**config.mk**
```make
export PLATFORM = sky130hd
export DESIGN_NAME = sorted_timer_queue_top
export DESIGN_NICKNAME = d
export VERILOG_FILES = /design/src/hw/rtl/stq_pkg.sv /design/src/hw/rtl/stq_datapath.sv /design/src/hw/rtl/stq_ctrl.sv /design/src/hw/rtl/sorted_timer_queue_top.sv
export SDC_FILE = /design/constraint.sdc
export NUM_CORES = 1
export LEC_CHECK = 0
export BUFFER_PORTS_ARGS = -buffer_cell sky130_fd_sc_hd__buf_2
export CORE_MARGIN = 1.5
export CORE_UTILIZATION = 45
export DETAILED_ROUTE_END_ITERATION = 10
export PLACE_DENSITY_LB_ADDON = 0.05
export SYNTH_ARGS = -nofsm -noshare
export SYNTH_HDL_FRONTEND = slang
export SYNTH_SLANG_ARGS = --single-unit
```
**constraint.sdc**
```tcl
create_clock -name clk -period 9 [get_ports clk]
set_input_delay 0 -clock clk [delete_from_list [all_inputs] [get_ports clk]]
set_output_delay 0 -clock clk [all_outputs]
set_load 0.005 [all_outputs]
```
**src/hw/rtl/stq_pkg.sv**
```systemverilog
// ----------------------------------------------------------------------------
// stq_pkg
// Shared types and codes for the sorted timer queue: item and result
// payloads, op and result kind codes, controller/datapath command and status.
// ----------------------------------------------------------------------------
package stq_pkg;

  localparam int ID_W   = 4;
  localparam int TIME_W = 32;
  localparam int OP_W   = 2;
  localparam int KIND_W = 2;

  // Largest number of distinct timer ids the id field can name
  localparam int MAX_SLOTS = 1 << ID_W;

  // Op codes
  localparam logic [OP_W-1:0] OP_ADD = 2'd0;
  localparam logic [OP_W-1:0] OP_DEL = 2'd1;
  localparam logic [OP_W-1:0] OP_RUN = 2'd2;

  // Result kinds
  localparam logic [KIND_W-1:0] KIND_ADD_DONE = 2'd0;
  localparam logic [KIND_W-1:0] KIND_DEL_DONE = 2'd1;
  localparam logic [KIND_W-1:0] KIND_FIRED    = 2'd2;
  localparam logic [KIND_W-1:0] KIND_RUN_DONE = 2'd3;

  localparam logic [TIME_W-1:0] TIME_MAX = '1;

  typedef struct packed {
    logic [OP_W-1:0]   op;
    logic [ID_W-1:0]   timer_id;
    logic [TIME_W-1:0] expires;
    logic [TIME_W-1:0] now;
  } item_t;

  typedef struct packed {
    logic [KIND_W-1:0] kind;
    logic [ID_W-1:0]   fired_id;
    logic [TIME_W-1:0] time_left;
    logic              last;
  } result_t;

  // Controller to datapath
  typedef struct packed {
    logic              capture;   // load item, clamp expiry
    logic              set_mark;  // run mark <= now
    logic              scan_clr;  // scan index <= 0
    logic              scan_inc;  // scan index++
    logic              remove;    // unlink order entry at scan index
    logic              insert;    // link item id at scan index
    logic              emit;      // load result register
    logic [KIND_W-1:0] emit_kind;
  } ctrl_cmd_t;

  // Datapath to controller
  typedef struct packed {
    logic [OP_W-1:0] op;
    logic            id_valid;   // id names an existing slot
    logic            id_queued;  // that slot is in the queue
    logic            match;      // entry at scan index is the item id
    logic            scan_end;   // scan index reached the queue length
    logic            ins_here;   // insert point found at scan index
    logic            head_due;   // queue head has expired
  } dp_status_t;

endpackage

```
**src/hw/rtl/stq_datapath.sv**
```systemverilog
// ----------------------------------------------------------------------------
// stq_datapath
// Queue storage (order list, per-slot expiry and queued flags), run mark,
// scan index, compare logic and the registered result port.
// ----------------------------------------------------------------------------
module stq_datapath #(
  parameter int NUM_TIMERS = 16
) (
  input  logic                  clk,
  input  logic                  rst,
  input  stq_pkg::item_t        item,
  input  stq_pkg::ctrl_cmd_t    cmd,
  output stq_pkg::dp_status_t   status,
  output stq_pkg::result_t      result,
  output logic                  strobe
);

  localparam int SLOTS = (NUM_TIMERS < stq_pkg::MAX_SLOTS) ? NUM_TIMERS : stq_pkg::MAX_SLOTS;
  localparam int IDXW  = $clog2(SLOTS);
  localparam int CNTW  = $clog2(SLOTS + 1);

  stq_pkg::item_t             item_q;
  logic [stq_pkg::TIME_W-1:0] exp_eff;
  logic [stq_pkg::TIME_W-1:0] run_mark;
  logic [stq_pkg::ID_W-1:0]   order  [SLOTS];
  logic [stq_pkg::TIME_W-1:0] expiry [SLOTS];
  logic [SLOTS-1:0]           queued;
  logic [CNTW-1:0]            count;
  logic [CNTW-1:0]            scan;

  logic [IDXW-1:0]            scan_idx;
  logic [IDXW-1:0]            id_idx;
  logic [IDXW-1:0]            head_idx;
  logic [stq_pkg::ID_W-1:0]   scan_id;
  logic [stq_pkg::TIME_W-1:0] scan_exp;
  logic [stq_pkg::TIME_W-1:0] head_exp;
  logic [stq_pkg::TIME_W-1:0] floor_t;
  logic [stq_pkg::TIME_W-1:0] tmo;

  assign scan_idx = scan[IDXW-1:0];
  assign id_idx   = item_q.timer_id[IDXW-1:0];
  assign scan_id  = order[scan_idx];
  assign scan_exp = expiry[scan_id[IDXW-1:0]];
  assign head_idx = order[0][IDXW-1:0];
  assign head_exp = expiry[head_idx];

  // Expiry floor: one past the run mark, saturating
  assign floor_t = (run_mark == stq_pkg::TIME_MAX) ? stq_pkg::TIME_MAX
                                                   : run_mark + stq_pkg::TIME_W'(1);

  // Time to next expiry; an overdue head reports a time left of 1
  always_comb begin
    if (count == '0) begin
      tmo = '0;
    end else if (head_exp > item_q.now) begin
      tmo = head_exp - item_q.now;
    end else begin
      tmo = stq_pkg::TIME_W'(1);
    end
  end

  // Status to controller
  always_comb begin
    status.op        = item_q.op;
    status.id_valid  = (int'(item_q.timer_id) < SLOTS);
    status.id_queued = queued[id_idx];
    status.scan_end  = (scan == count);
    status.match     = (scan_id == item_q.timer_id);
    status.ins_here  = (scan == count) || (exp_eff <= scan_exp);
    status.head_due  = (count != '0) && (head_exp <= item_q.now);
  end

  // Item capture with clamped expiry
  always_ff @(posedge clk) begin
    if (cmd.capture) begin
      item_q  <= item;
      exp_eff <= (item.expires < floor_t) ? floor_t : item.expires;
    end
  end

  // Control state: run mark, count, queued flags, scan index
  always_ff @(posedge clk) begin
    if (rst) begin
      run_mark <= '0;
      count    <= '0;
      queued   <= '0;
      scan     <= '0;
    end else begin
      if (cmd.set_mark) begin
        run_mark <= item_q.now;
      end
      if (cmd.scan_clr) begin
        scan <= '0;
      end else if (cmd.scan_inc) begin
        scan <= scan + CNTW'(1);
      end
      if (cmd.remove) begin
        count                        <= count - CNTW'(1);
        queued[scan_id[IDXW-1:0]]    <= 1'b0;
      end else if (cmd.insert) begin
        count          <= count + CNTW'(1);
        queued[id_idx] <= 1'b1;
      end
    end
  end

  // Order list shifts and expiry writes
  always_ff @(posedge clk) begin
    if (cmd.remove) begin
      for (int j = 0; j < SLOTS - 1; j++) begin
        if (j >= int'(scan)) begin
          order[j] <= order[j+1];
        end
      end
    end else if (cmd.insert) begin
      if (scan == '0) begin
        order[0] <= item_q.timer_id;
      end
      for (int j = 1; j < SLOTS; j++) begin
        if (j == int'(scan)) begin
          order[j] <= item_q.timer_id;
        end else if (j > int'(scan)) begin
          order[j] <= order[j-1];
        end
      end
      expiry[id_idx] <= exp_eff;
    end
  end

  // Result register
  always_ff @(posedge clk) begin
    if (rst) begin
      strobe <= 1'b0;
    end else begin
      strobe <= cmd.emit;
    end
  end

  always_ff @(posedge clk) begin
    if (cmd.emit) begin
      result.kind      <= cmd.emit_kind;
      result.fired_id  <= (cmd.emit_kind == stq_pkg::KIND_FIRED) ? scan_id : '0;
      result.time_left <= (cmd.emit_kind == stq_pkg::KIND_RUN_DONE) ? tmo : '0;
      result.last      <= (cmd.emit_kind != stq_pkg::KIND_FIRED);
    end
  end

endmodule

```
**src/hw/rtl/stq_ctrl.sv**
```systemverilog
// ----------------------------------------------------------------------------
// stq_ctrl
// Sequencer for the timer queue: decodes the op, walks the order list to
// unlink or find the insert point, and drains expired timers on a run.
// ----------------------------------------------------------------------------
module stq_ctrl (
  input  logic                 clk,
  input  logic                 rst,
  input  logic                 start,
  output logic                 busy,
  input  stq_pkg::dp_status_t  status,
  output stq_pkg::ctrl_cmd_t   cmd
);

  typedef enum logic [4:0] {
    S_IDLE   = 5'b00001,
    S_DECODE = 5'b00010,
    S_FIND   = 5'b00100,
    S_INSERT = 5'b01000,
    S_RUN    = 5'b10000
  } state_t;

  state_t state;
  state_t state_next;

  always_ff @(posedge clk) begin
    if (rst) begin
      state <= S_IDLE;
    end else begin
      state <= state_next;
    end
  end

  assign busy = (state != S_IDLE);

  // Next state and commands
  always_comb begin
    state_next = state;
    cmd        = '0;
    case (state)
      S_IDLE: begin
        if (start) begin
          cmd.capture = 1'b1;
          state_next  = S_DECODE;
        end
      end
      S_DECODE: begin
        cmd.scan_clr = 1'b1;
        case (status.op)
          stq_pkg::OP_ADD: begin
            if (status.id_valid && status.id_queued) begin
              state_next = S_FIND;
            end else if (status.id_valid) begin
              state_next = S_INSERT;
            end else begin
              cmd.emit      = 1'b1;
              cmd.emit_kind = stq_pkg::KIND_ADD_DONE;
              state_next    = S_IDLE;
            end
          end
          stq_pkg::OP_DEL: begin
            if (status.id_valid && status.id_queued) begin
              state_next = S_FIND;
            end else begin
              cmd.emit      = 1'b1;
              cmd.emit_kind = stq_pkg::KIND_DEL_DONE;
              state_next    = S_IDLE;
            end
          end
          stq_pkg::OP_RUN: begin
            cmd.set_mark = 1'b1;
            state_next   = S_RUN;
          end
          default: begin
            state_next = S_IDLE;
          end
        endcase
      end
      // Locate the item's timer in the list and unlink it
      S_FIND: begin
        if (status.match || status.scan_end) begin
          cmd.remove   = status.match && !status.scan_end;
          cmd.scan_clr = 1'b1;
          if (status.op == stq_pkg::OP_ADD) begin
            state_next = S_INSERT;
          end else begin
            cmd.emit      = 1'b1;
            cmd.emit_kind = stq_pkg::KIND_DEL_DONE;
            state_next    = S_IDLE;
          end
        end else begin
          cmd.scan_inc = 1'b1;
        end
      end
      // Walk to the first entry not earlier than the new expiry
      S_INSERT: begin
        if (status.ins_here) begin
          cmd.insert    = 1'b1;
          cmd.emit      = 1'b1;
          cmd.emit_kind = stq_pkg::KIND_ADD_DONE;
          state_next    = S_IDLE;
        end else begin
          cmd.scan_inc = 1'b1;
        end
      end
      // Pop expired heads one per cycle, then report the timeout
      S_RUN: begin
        cmd.emit = 1'b1;
        if (status.head_due) begin
          cmd.remove    = 1'b1;
          cmd.emit_kind = stq_pkg::KIND_FIRED;
        end else begin
          cmd.emit_kind = stq_pkg::KIND_RUN_DONE;
          state_next    = S_IDLE;
        end
      end
      default: begin
        state_next = S_IDLE;
      end
    endcase
  end

endmodule

```
**src/hw/rtl/sorted_timer_queue_top.sv**
```systemverilog
// ----------------------------------------------------------------------------
// sorted_timer_queue_top
// Timer queue kept sorted by expiry; add, delete and run commands.
// Add walks the list to its insert point, after first walking it to unlink a
//   rescheduled timer; delete walks the list to unlink; run pops each expired
//   timer. The list walk covers one entry per cycle.
// One item at a time; results arrive one per cycle and cannot be held off.
// Synchronous reset empties the queue and clears the run mark.
// ----------------------------------------------------------------------------
module sorted_timer_queue_top #(
  parameter int NUM_TIMERS = 16
) (
  input  logic             clk,
  input  logic             rst,
  input  logic             start,
  output logic             busy,
  input  stq_pkg::item_t   item,
  output stq_pkg::result_t result,
  output logic             strobe
);

  stq_pkg::ctrl_cmd_t  cmd;
  stq_pkg::dp_status_t status;

  stq_ctrl u_ctrl (
    .clk    (clk),
    .rst    (rst),
    .start  (start),
    .busy   (busy),
    .status (status),
    .cmd    (cmd)
  );

  stq_datapath #(
    .NUM_TIMERS (NUM_TIMERS)
  ) u_datapath (
    .clk    (clk),
    .rst    (rst),
    .item   (item),
    .cmd    (cmd),
    .status (status),
    .result (result),
    .strobe (strobe)
  );

  // An accepted transfer always leaves the sequencer busy next cycle
  a_accept_busy: assert property (@(posedge clk) disable iff (rst)
    start && !busy |=> busy)
    else $error("accepted item did not start the sequencer");

  // The final result of an item finds the sequencer idle
  a_last_idle: assert property (@(posedge clk) disable iff (rst)
    strobe && result.last |-> !busy)
    else $error("final result while still busy");

  // A fired timer is always followed by another result
  a_fire_next: assert property (@(posedge clk) disable iff (rst)
    strobe && (result.kind == stq_pkg::KIND_FIRED) |=> strobe)
    else $error("fired result not followed by a result");

endmodule

```
==> results of run 1 <==
-- power by group --
group          total [W]  internal, W  switching, W
Sequential       0.00395      0.00388     0.0000755
Clock            0.00342      0.00197       0.00145
Combinational   0.000325     0.000130      0.000194
-- path summary, 6_finish.rpt --
path	start	endpoint	slack [ns]	cells past startpoint
worst max-delay path	register	u_datapath.expiry[15][29]	1.14	19
worst min-delay path	item[40]	u_datapath.exp_eff[8]	0.04	3
worst max register to register	register	u_datapath.expiry[15][29]	1.14	19
worst min register to register	u_datapath.run_mark[9]	u_datapath.run_mark[9]	0.48	2
-- kinds of logic after synthesis --
family | count (synthesis) | synth area share, %
simple gates | 505 | 6.121
mux | 492 | 23.08
xor+xnor | 64 | 1.448
fa+ha+maj | 106 | 3.466
compound gates | 396 | 6.599
flops | 753 | 56.67
buf+inv | 247 | 2.619
-- final cells by class --
cell class	count	area, µm²
clock buffer	113	2295
clock inverter	42	405.4
fill	7142	40980
inverter	91	341.6
multi-input combinational	1563	15940
sequential	753	21930
tap	1144	1431
timing repair buffer	244	1827
-- Yosys cell counts, types with 5 or more instances --
master / instances / area [µm²]
ha_1: 104 / 1301
a2bb2oi_1: 8 / 70.07
o21ai_0: 49 / 245.2
o21a_1: 12 / 90.09
a21o_1: 40 / 300.3
clkbuf_1: 90 / 337.8
nand2b_1: 15 / 93.84
o31ai_1: 12 / 90.09
a211oi_1: 25 / 187.7
inv_1: 89 / 334.1
nor4_1: 9 / 56.30
o211ai_1: 10 / 75.07
o21ai_1: 5 / 25.02
nor3_1: 34 / 170.2
a21oi_1: 130 / 650.6
o2bb2ai_1: 5 / 43.79
mux4_2: 310 / 6982
a311oi_1: 14 / 122.6
nor2b_1: 16 / 100.1
buf_2: 27 / 135.1
mux2_2: 74 / 833.3
nand3_1: 34 / 170.2
o22ai_1: 11 / 68.82
edfxtp_1: 685 / 20570
and3_1: 19 / 118.9
buf_1: 27 / 101.4
nand4_1: 23 / 143.9
a31oi_1: 33 / 206.5
xor2_1: 28 / 245.2
and2_1: 11 / 68.82
dfxtp_1: 68 / 1361
and4_1: 7 / 61.31
nand2_1: 130 / 488.0
xnor2_1: 36 / 315.3
nor2_1: 173 / 649.4
mux2_1: 27 / 304.0
mux2i_1: 81 / 810.8
or2_2: 10 / 62.56
or3_1: 8 / 50.05
buf_4: 10 / 75.07
-- routing by layer --
| metal | track usage [%] | vias to the layer above | wire length (µm) |
|---|---|---|---|
| met5 | 0 | - | 36 |
| met3 | 3.245 | 182 | 5472 |
| met4 | 8.288 | 6 | 3496 |
| met2 | 44.40 | 766 | 57220 |
| met1 | 35.33 | 12732 | 47910 |
| li1 | - | 10623 | - |
-- registers in the layout, indices dropped and copies added, names as in the netlist, named ones only --
name and flops:
u_ctrl.state 5, u_datapath.count 5, u_datapath.exp_eff 32, u_datapath.expiry 512, u_datapath.id_idx 4, u_datapath.item_q 32
u_datapath.order 64, u_datapath.queued 16, u_datapath.result 39, u_datapath.run_mark 32, u_datapath.scan 5, u_datapath.status 2
u_datapath.strobe 1
-- worst reg2reg max path, stage by stage, from the launching register on --
cell,delay (ns)
dfxtp_1,0.84
mux4_2,0.37
mux2i_1,0.17
a21oi_4,0.92
buf_4,0.67
buf_4,0.43
mux4_2,0.37
mux2_2,0.28
a21oi_1,0.19
ha_1,0.27
a21o_1,0.16
a21oi_1,0.15
o21a_1,0.14
o211ai_1,0.11
a2111oi_4,0.39
buf_4,0.28
o21a_2,0.50
nand2_1,0.36
nor2_4,0.16
buf_4,0.68
-- through the flow --
stage               total power (W)  hold WS (ns)  util, %
detailed placement         0.004322        0.1781    47.87
floorplan                  0.004177       0.09887        -
finish                     0.007694       0.03643    51.88
global placement           0.004316        0.1761    47.87
CTS                        0.007754       0.02228    51.88
global route               0.007916       0.01650    51.88
==> impl_metrics.py, run 1 <==
metrics = {
    "cells_and_area": {
        "num_antenna_cells": 0,
        "mostFrequentLayoutCell": "edfxtp_1",
        "nNetsFinal": 2917,
        "final_cell_mix": "685 x edfxtp_1, 310 x mux4_2, 160 x nor2_1, 130 x nand2_1, 128 x a21oi_1",
        "synthToLayoutAreaGrowth_pct": 14.14,
        "final_cells": 3950,
        "stdcell_area_um2": 44170,
        "drive_above_1_share_pct": 25.55,
    },
    "floorplan": {
        "pin_count": 114,
        "placementRows": 107,
        "dieArea_um2": 87760,
        "core_um2": 85150,
        "die_h_um": 296.3,
        "start_util_pct": 45.45,
        "die_w_um": 296.3,
    },
    "placement": {
        "dp_cells": 3724,
        "post_dp_cell_area_um2": 40760,
        "finalWeightedCongestion": 0.8841,
        "preCtsSetupSlack_ns": 1.051,
        "portBuffers": 113,
        "hpwl_um": 72870,
    },
    "sta": {
        "tns_ns": 0,
        "grt_setup_unrepaired": "false",
        "fmax_ghz": 0.1273,
        "setup_viol": 0,
        "fin_crit_sh_pct": 87.29,
        "finalWorstSetupSlack_ns": 1.144,
        "final.setup_skew_ns": 0.03327,
        "relSlewSlack_pct": 23.50,
        "tightest_slew_ns": 1.147,
        "slew_viol_final": 0,
        "hold_viol": 0,
        "finalCriticalPeriod_ns": 7.856,
    },
    "worst_setup_path": {
        "cpPeakStageDelay_ns": 0.92,
        "setup.worst_path.class": "register to register",
        "critPathSlowestCell": "a21oi_4",
        "critPathLaunchType": "register",
        "cp_data_required_time_ns": 9.28,
        "cp-end-kind": "register",
        "path_cells": "mux4_2 -> mux2i_1 -> a21oi_4 -> buf_4 -> buf_4 -> mux4_2 -> mux2_2 -> a21oi_1 -> ha_1 -> a21o_1 -> a21oi_1 -> o21a_1 -> o211ai_1 -> a2111oi_4 -> buf_4 -> o21a_2 -> nand2_1 -> nor2_4 -> buf_4",
        "crit_path_frequent_cell": "buf_4",
        "crit_arrival_ns": 8.14,
        "crit_family": "compound AO/OA/AOI/OAI gates",
        "critPathMaxFanout": 35,
        "critPathBufInv": 4,
    },
    "route": {
        "wl_per_cell_um": 28.90,
        "drc": 0,
        "drtPass1Iterations": 6,
        "via_per_inst": 6.154,
        "drt_iter0_drc": 2328,
        "ant_nets": 0,
        "totalWireLength_um": 114100,
        "via_count": 24309,
    },
    "clocking": {
        "cts_sinks": 753,
        "cts_buffer_depth": 3,
        "cts_tree": "yes",
        "cts_hold_buf": 71,
        "cts_buffers": 85,
        "cts_root_buf": "clkbuf_16",
        "ctsResizeCount": 0,
        "clk_latency_ns": 0.66,
        "cts_max_level": 3,
        "postCtsSetupBuffers": 0,
        "path_clk_slew_ns": 0.06,
    },
    "global_routing": {
        "grt_max_degree": 130,
        "overflow": 0,
        "grt_pass1_vias": 24887,
        "grtUsageTotal_pct": 26.23,
        "grt_pass1_wl_um": 166800,
        "antenna_found_initial": 4,
    },
    "pwr": {
        "p_leak_nw": 15.09,
        "peakVddDrop_uv": 144.4,
        "power_density_nw_per_um2": 174.2,
    },
    "logic_synthesis": {
        "synth-seq-cells": 753,
        "synth_area_per_cell_um2": 15.10,
        "synth_flop_cell": "edfxtp_1",
        "syn_inst": 2563,
        "synth_edf_count": 685,
        "synth-seq-area-share_pct": 56.67,
        "ys_warn_count": 0,
        "synthArstFlopShare_pct": 0,
        "syn_area_um2": 38700,
        "postSynthNetCount": 2742,
        "synthDistinctLibCells": 77,
    },
    "worst_hold_path": {
        "hold_class": "input port to register",
    },
    "job": {
        "maxCapViolCount": 0,
    },
    "outcome": {
        "status": "completed",
    },
}
(Power assumes the default switching activity.)
==> run 2, diff against run 1 <==
- clock period: 9 -> 8.8 ns (I/O delays scaled with it)
==> run 2 against run 1 <==
  * Maximum frequency decreased by 1.4%
  * Global-route usage decreased by 0.37 points
  * Sequential share of layout area decreased by 0.19 points
  * Count of clock-buffer cells in the layout decreased by 11
  * Via count decreased by 1.1%
  * Sequential cell count unchanged
  * Wire length decreased by 1.5%
  * Final area increased by 0.39%
  * Core utilization increased by 0.20 points
==> impl_metrics.py, run 2 (synthesized netlist as in run 1, its figures left out) <==
metrics = {
    "floorplan": {
        "core_um2": 85150,
        "pin_count": 114,
        "die_h_um": 296.3,
        "start_util_pct": 45.45,
        "die_w_um": 296.3,
        "dieArea_um2": 87760,
        "placementRows": 107,
    },
    "global_routing": {
        "grt_pass1_wl_um": 164300,
        "grt_max_degree": 130,
        "grtUsageTotal_pct": 25.87,
        "grt_pass1_vias": 24287,
        "overflow": 0,
        "antenna_found_initial": 2,
    },
    "worst_setup_path": {
        "path_cells": "mux4_2 -> mux2_2 -> o21ai_4 -> buf_12 -> mux4_2 -> mux2_2 -> a21oi_1 -> ha_1 -> nand4_1 -> or2_1 -> nor3_1 -> nand2_1 -> o21ai_1 -> o21a_2 -> nand2_1 -> nor2_4 -> buf_12",
        "cp-end-kind": "register",
        "critPathLaunchType": "register",
        "critPathMaxFanout": 30,
        "critPathSlowestCell": "dfxtp_1",
        "rr_worst_depth": 17,
        "setup.worst_path.class": "register to register",
        "cpPeakStageDelay_ns": 0.79,
        "reg2reg_to": "u_datapath.expiry[14][22]",
        "cp_data_required_time_ns": 9.13,
        "crit_arrival_ns": 8.31,
        "r2r_slack_ns": 0.83,
    },
    "placement": {
        "finalWeightedCongestion": 0.8801,
        "dp_cells": 3715,
        "portBuffers": 113,
        "hpwl_um": 73060,
    },
    "cells_and_area": {
        "final_cell_mix": "685 x edfxtp_1, 310 x mux4_2, 160 x nor2_1, 130 x nand2_1, 128 x a21oi_1",
        "largestRegisters": "u_datapath.expiry (512), u_datapath.order (64), u_datapath.result (39)",
        "multiInputGateArea_um2": 15940,
        "largest_register_ffs": 512,
        "synthToLayoutAreaGrowth_pct": 14.59,
        "num-fill-cells": 7152,
        "mostFrequentLayoutCell": "edfxtp_1",
        "regMostFlops": "u_datapath.expiry",
        "nNetsFinal": 2908,
        "drive_above_1_share_pct": 25.89,
        "regArea_um2": 21930,
        "num_antenna_cells": 0,
        "final_cells": 3940,
    },
    "worst_hold_path": {
        "hold_class": "input port to register",
        "min_to": "u_datapath.item_q[27]",
        "hp-start": "item[27]",
        "min_path_cells": 2,
    },
    "route": {
        "drt_iter0_drc": 2323,
        "totalWireLength_um": 112400,
        "routed.top_layer": "met5",
        "met1_length_um": 47620,
        "met2_wirelength_um": 55980,
        "drtPass1Iterations": 7,
        "via_per_inst": 6.100,
        "via_count": 24035,
        "drc": 0,
        "met3_wirelength_um": 6322,
        "wl_per_cell_um": 28.52,
        "ant_nets": 0,
    },
    "pwr": {
        "power_density_nw_per_um2": 180.7,
        "p_leak_nw": 15.15,
        "peakVddDrop_uv": 166.8,
    },
    "outcome": {
        "status": "completed",
    },
    "sta": {
        "hold_ws_ns": 0.05109,
        "final.setup_skew_ns": 0.03279,
        "setup_viol": 0,
        "tns_ns": 0,
        "tightest_slew_ns": 1.192,
        "finalCriticalPeriod_ns": 7.971,
        "fin_crit_sh_pct": 90.58,
        "slew_viol_final": 0,
        "relSlewSlack_pct": 20.54,
        "grt_setup_unrepaired": "false",
        "fmax_ghz": 0.1255,
        "hold_viol": 0,
    },
    "clocking": {
        "postCtsSetupBuffers": 0,
        "cts_sinks": 753,
        "cts_buffer_depth": 3,
        "cts_tree": "yes",
        "path_clk_slew_ns": 0.06,
        "clk_latency_ns": 0.66,
        "cts_root_buf": "clkbuf_16",
        "ctsResizeCount": 0,
        "cts_hold_buf": 69,
        "cts_max_level": 3,
        "cts_buffers": 85,
    },
    "job": {
        "maxCapViolCount": 0,
    },
}
run 2: cell types whose count changed in the layout (fill, tap and decap cells not counted), moves of 2 or more:
cell and change:
clkinv_2 +5, clkinvlp_4 +3, clkbuf_1 -12, buf_4 -13, clkinv_8 -2, clkinv_1 -5, clkinv_16 +4, buf_12 +4
bufinv_16 +3, clkbuf_8 +2
run 2: stage by stage:
stage / cell area, µm² / setup slack, ns / power (W) / utilization, %
4_1_cts: 44320 / 0.9070 / 0.008075 / 52.06
6_report: 44340 / 0.8292 / 0.008014 / 52.08
5_1_grt: 44340 / 0.5205 / 0.008239 / 52.08
3_3_place_gp: 40740 / 1.047 / 0.004412 / 47.85
2_1_floorplan: 38700 / 1.224 / 0.004272 / -
3_5_place_dp: 40740 / 0.9315 / 0.004420 / 47.85
run 2: routing by layer:
layer | vias up | GRT usage (%)
met3 | 139 | 3.792
li1 | 10600 | -
met4 | 2 | 6.048
met2 | 837 | 43.36
met1 | 12457 | 35.69
met5 | - | 0
run 2: worst max path at each step:
stage	slack [ns]	to
finish	0.83	u_datapath.expiry[14][22]
global route	0.52	u_datapath.expiry[14][22]
CTS	0.91	u_datapath.expiry[15][23]
detailed placement	0.93	u_datapath.expiry[15][20]
global placement	1.05	u_datapath.expiry[15][20]
floorplan	1.22	u_datapath.expiry[0][0]
run 2: layout make-up:
| class | count | area share (%) |
|---|---|---|
| flip-flops and latches | 753 | 49.46 |
| multi-input cells | 1563 | 35.95 |
| clock buffers | 102 | 5.079 |
| repair buffers | 235 | 4.080 |
| well taps | 1144 | 3.228 |
| clock inverters | 52 | 1.439 |
| inverters | 91 | 0.7703 |
run 2: power breakdown:
| part | switching (W) | leakage, nW | internal [W] |
|---|---|---|---|
| logic | 0.000197 | 7.05 | 0.000132 |
| clock network | 0.00153 | 1.40 | 0.00212 |
| registers | 0.0000774 | 6.70 | 0.00396 |
| total | 0.00180 | 15.1 | 0.00621 |
run 2: critical path, delay by kind of cell (launching register included):
family	cells	cell delay [ns]
buffers and inverters	2	0.64
DFF	1	0.79
muxes	4	1.73
adders and majority gates	1	0.20
AOI/OAI and AO/OA	4	1.80
and+or+nand+nor	6	2.41
==> run 3, diff against run 2 <==
--- a/config.mk
+++ b/config.mk
@@ -7,2 +7,3 @@
 export LEC_CHECK = 0
+export ABC_AREA = 1
 export BUFFER_PORTS_ARGS = -buffer_cell sky130_fd_sc_hd__buf_2
--- a/constraint.sdc
+++ b/constraint.sdc
@@ -3,2 +3,2 @@
 set_output_delay 0 -clock clk [all_outputs]
-set_load 0.005 [all_outputs]
+set_load 0.02 [all_outputs]
==> run 3 against run 2 <==
  * Global-route usage up 3.6 points
  * Critical endpoint is now u_datapath.expiry[13][20]
  * Sequential cell count stayed put
  * Clock power rose by 4%
  * Register-to-register slack improved by 1.1 ns
  * Largest cell class unchanged
  * Core utilization fell by 0.56 points
==> impl_metrics.py, run 3 <==
metrics = {
    "clocking": {
        "cts_tree": "yes",
        "clk_latency_ns": 0.66,
        "cts_max_level": 3,
        "cts_hold_buf": 72,
        "cts_root_buf": "clkbuf_16",
        "path_clk_slew_ns": 0.06,
        "ctsResizeCount": 0,
        "postCtsSetupBuffers": 0,
        "cts_buffer_depth": 3,
        "cts_buffers": 86,
        "cts_sinks": 753,
    },
    "global_routing": {
        "grt_pass1_vias": 30407,
        "grt_pass1_wl_um": 196100,
        "overflow": 0,
        "grt_max_degree": 192,
        "grtUsageTotal_pct": 29.46,
        "antenna_found_initial": 5,
    },
    "worst_setup_path": {
        "regToRegStartpoint": "u_datapath.order[0][0]",
        "crit_family": "simple AND/OR/NAND/NOR gates",
        "crit_path_frequent_cell": "nand2_1",
        "critPathMaxFanout": 80,
        "setup.worst_path.class": "register to register",
        "critPathLaunchType": "register",
        "rr_worst_depth": 25,
        "cpPeakStageDelay_ns": 0.59,
        "critPathSlowestCell": "buf_4",
        "cp-end-kind": "register",
        "critPathBufInv": 6,
        "r2r_slack_ns": 1.97,
        "crit_arrival_ns": 7.11,
        "cp_data_required_time_ns": 9.08,
        "reg2reg_to": "u_datapath.expiry[13][20]",
    },
    "logic_synthesis": {
        "synth-seq-area-share_pct": 55.83,
        "yosys.area_share.simple_pct": 16.37,
        "synth_compound_area_share_pct": 18.03,
        "synth_top_family_by_area": "compound AO/OA/AOI/OAI gates",
        "synthMuxAreaShare_pct": 0,
        "synth_top_cell_area_share_pct": 52.36,
        "synth_area_per_cell_um2": 9.512,
        "ys_warn_count": 0,
        "synth_commonest_cells": "738 x nand2_1, 685 x edfxtp_1, 471 x nor2_1",
        "syn_inst": 4130,
        "synth_top_cell_by_area": "edfxtp_1",
        "synth_edf_count": 685,
        "synth_fa_ha_area_share_pct": 3.414,
        "synth_flop_cell": "edfxtp_1",
        "postSynthNetCount": 4309,
        "synthArstFlopShare_pct": 0,
        "synth_area_leaders": "edfxtp_1 52%, nand2_1 7.1%, o21ai_0 5.9%, nor2_1 4.5%, a22oi_1 4.0%",
        "syn_area_um2": 39280,
        "synth-xor-area-share_pct": 0.7135,
        "yosysMostFrequentCell": "nand2_1",
        "synthDistinctLibCells": 57,
        "synth-seq-cells": 753,
    },
    "floorplan": {
        "die_h_um": 298.5,
        "placementRows": 108,
        "core_um2": 86620,
        "die_w_um": 298.5,
        "pin_count": 114,
        "start_util_pct": 45.35,
        "dieArea_um2": 89080,
    },
    "cells_and_area": {
        "nNetsFinal": 4424,
        "largest_register_ffs": 512,
        "drive_above_1_share_pct": 9.576,
        "mostFrequentLayoutCell": "nand2_1",
        "synthToLayoutAreaGrowth_pct": 13.59,
        "regMostFlops": "u_datapath.expiry",
        "final_cell_mix": "738 x nand2_1, 685 x edfxtp_1, 467 x nor2_1, 466 x o21ai_0, 297 x inv_1",
        "largestRegisters": "u_datapath.expiry (512), u_datapath.order (64), u_datapath.result (39)",
        "final_cells": 5469,
    },
    "sta": {
        "fmax_ghz": 0.1464,
        "setup_viol": 0,
        "tns_ns": 0,
        "slew_viol_final": 0,
        "relSlewSlack_pct": 18.08,
        "grt_setup_unrepaired": "false",
        "fin_crit_sh_pct": 77.62,
        "tightest_slew_ns": 1.227,
        "final.setup_skew_ns": 0.02432,
        "hold_viol": 0,
        "finalCriticalPeriod_ns": 6.831,
    },
    "route": {
        "drtPass1Iterations": 6,
        "ant_nets": 0,
        "wl_per_cell_um": 24.51,
        "via_count": 32330,
        "drt_iter0_drc": 3504,
        "via_per_inst": 5.912,
        "totalWireLength_um": 134000,
        "drc": 0,
    },
    "pwr": {
        "power_density_nw_per_um2": 195.0,
        "p_leak_nw": 16.81,
        "peakVddDrop_uv": 185.8,
    },
    "placement": {
        "dp_cells": 5240,
        "finalWeightedCongestion": 0.9133,
        "portBuffers": 113,
        "hpwl_um": 82820,
    },
    "worst_hold_path": {
        "hold_class": "input port to register",
        "min_path_cells": 2,
        "hp-start": "item[3]",
        "min_to": "u_datapath.item_q[3]",
    },
    "outcome": {
        "status": "completed",
    },
    "job": {
        "maxCapViolCount": 0,
    },
}
[run 3: cell types whose count changed in the layout (fill, tap and decap cells not counted), moves of 87 or more]
| cell | change |
|---|---|
| nand3_1 | +131 |
| nor2_1 | +307 |
| inv_1 | +209 |
| mux4_2 | -310 |
| o21ai_0 | +417 |
| nand2_1 | +608 |
| a22oi_1 | +205 |
| a21oi_1 | +87 |
[run 3: worst max path at each step]
stage	startpoint	endpoint	slack, ns	cells after the start
2_1_floorplan	register	u_datapath.expiry[10][0]	2.71	27
3_3_place_gp	u_datapath.order[0][0]	u_datapath.expiry[5][10]	2.22	25
3_5_place_dp	u_datapath.order[0][0]	u_datapath.expiry[7][13]	2.08	25
4_1_cts	u_datapath.order[0][0]	u_datapath.order[14][0]	2.07	24
5_1_grt	u_datapath.order[0][0]	u_datapath.order[8][2]	1.61	27
6_report	u_datapath.order[0][0]	u_datapath.expiry[13][20]	1.97	25
[run 3: layer usage]
metal	track usage (%)	vias to the layer above	part of all wire (%)	routed length (µm)
li1	-	15041	-	-
met1	40.52	15573	43	57310
met2	46.57	1471	45	60730
met3	4.718	245	7.6	10210
met4	11.92	0	4.3	5774
met5	0	-	0	0
[run 3: kinds of logic (layout without fill, tap and decap cells)]
kind of cell,Yosys count,after routing
AO/OA/AOI/OAI,1168,1168
XOR/XNOR,32,32
buffers and inverters,536,719
adder cells (fa/ha/maj),106,106
other,0,1
flip-flops,753,753
AND/OR/NAND/NOR,1535,1535
[run 3: report_power, final]
group / switching, W / internal [W] / leakage (nW)
clock: 0.00154 / 0.00224 / 1.43
sequential: 0.000109 / 0.00403 / 6.83
combinational: 0.000545 / 0.000240 / 8.55
total: 0.00219 / 0.00651 / 16.8
[run 3: area by class of cell]
cell class                 count  area, µm²
timing repair buffer         249       1842
clock buffer                  99       2232
clock inverter                57      721.9
tap                         1155       1445
fill                        7860      42000
sequential                   753      21930
multi-input combinational   2841      15250
inverter                     314       1196
antenna                        1      2.502
[run 3: worst reg2reg max path: cells and delay by family, from the launching register on]
family / cells / cell delay, ns
compound gates: 2 / 0.50
fa+ha+maj: 1 / 0.32
buf+inv: 6 / 2.28
flops: 1 / 0.47
simple gates: 16 / 2.84
[run 3: metrics by stage]
| stage | utilization, % | setup WS, ns | hold slack [ns] | instance area (µm²) | total power [W] |
|---|---|---|---|---|---|
| finish | 51.52 | 1.969 | 0.05381 | 44620 | 0.008701 |
| global route | 51.51 | 1.612 | 0.02654 | 44620 | 0.008979 |
| CTS | 51.51 | 2.074 | 0.01414 | 44620 | 0.008739 |
| detailed placement | 47.27 | 2.083 | 0.1784 | 40940 | 0.004959 |
| global placement | 47.27 | 2.218 | 0.1764 | 40940 | 0.004956 |
| floorplan | - | 2.714 | 0.06907 | 39280 | 0.004640 |
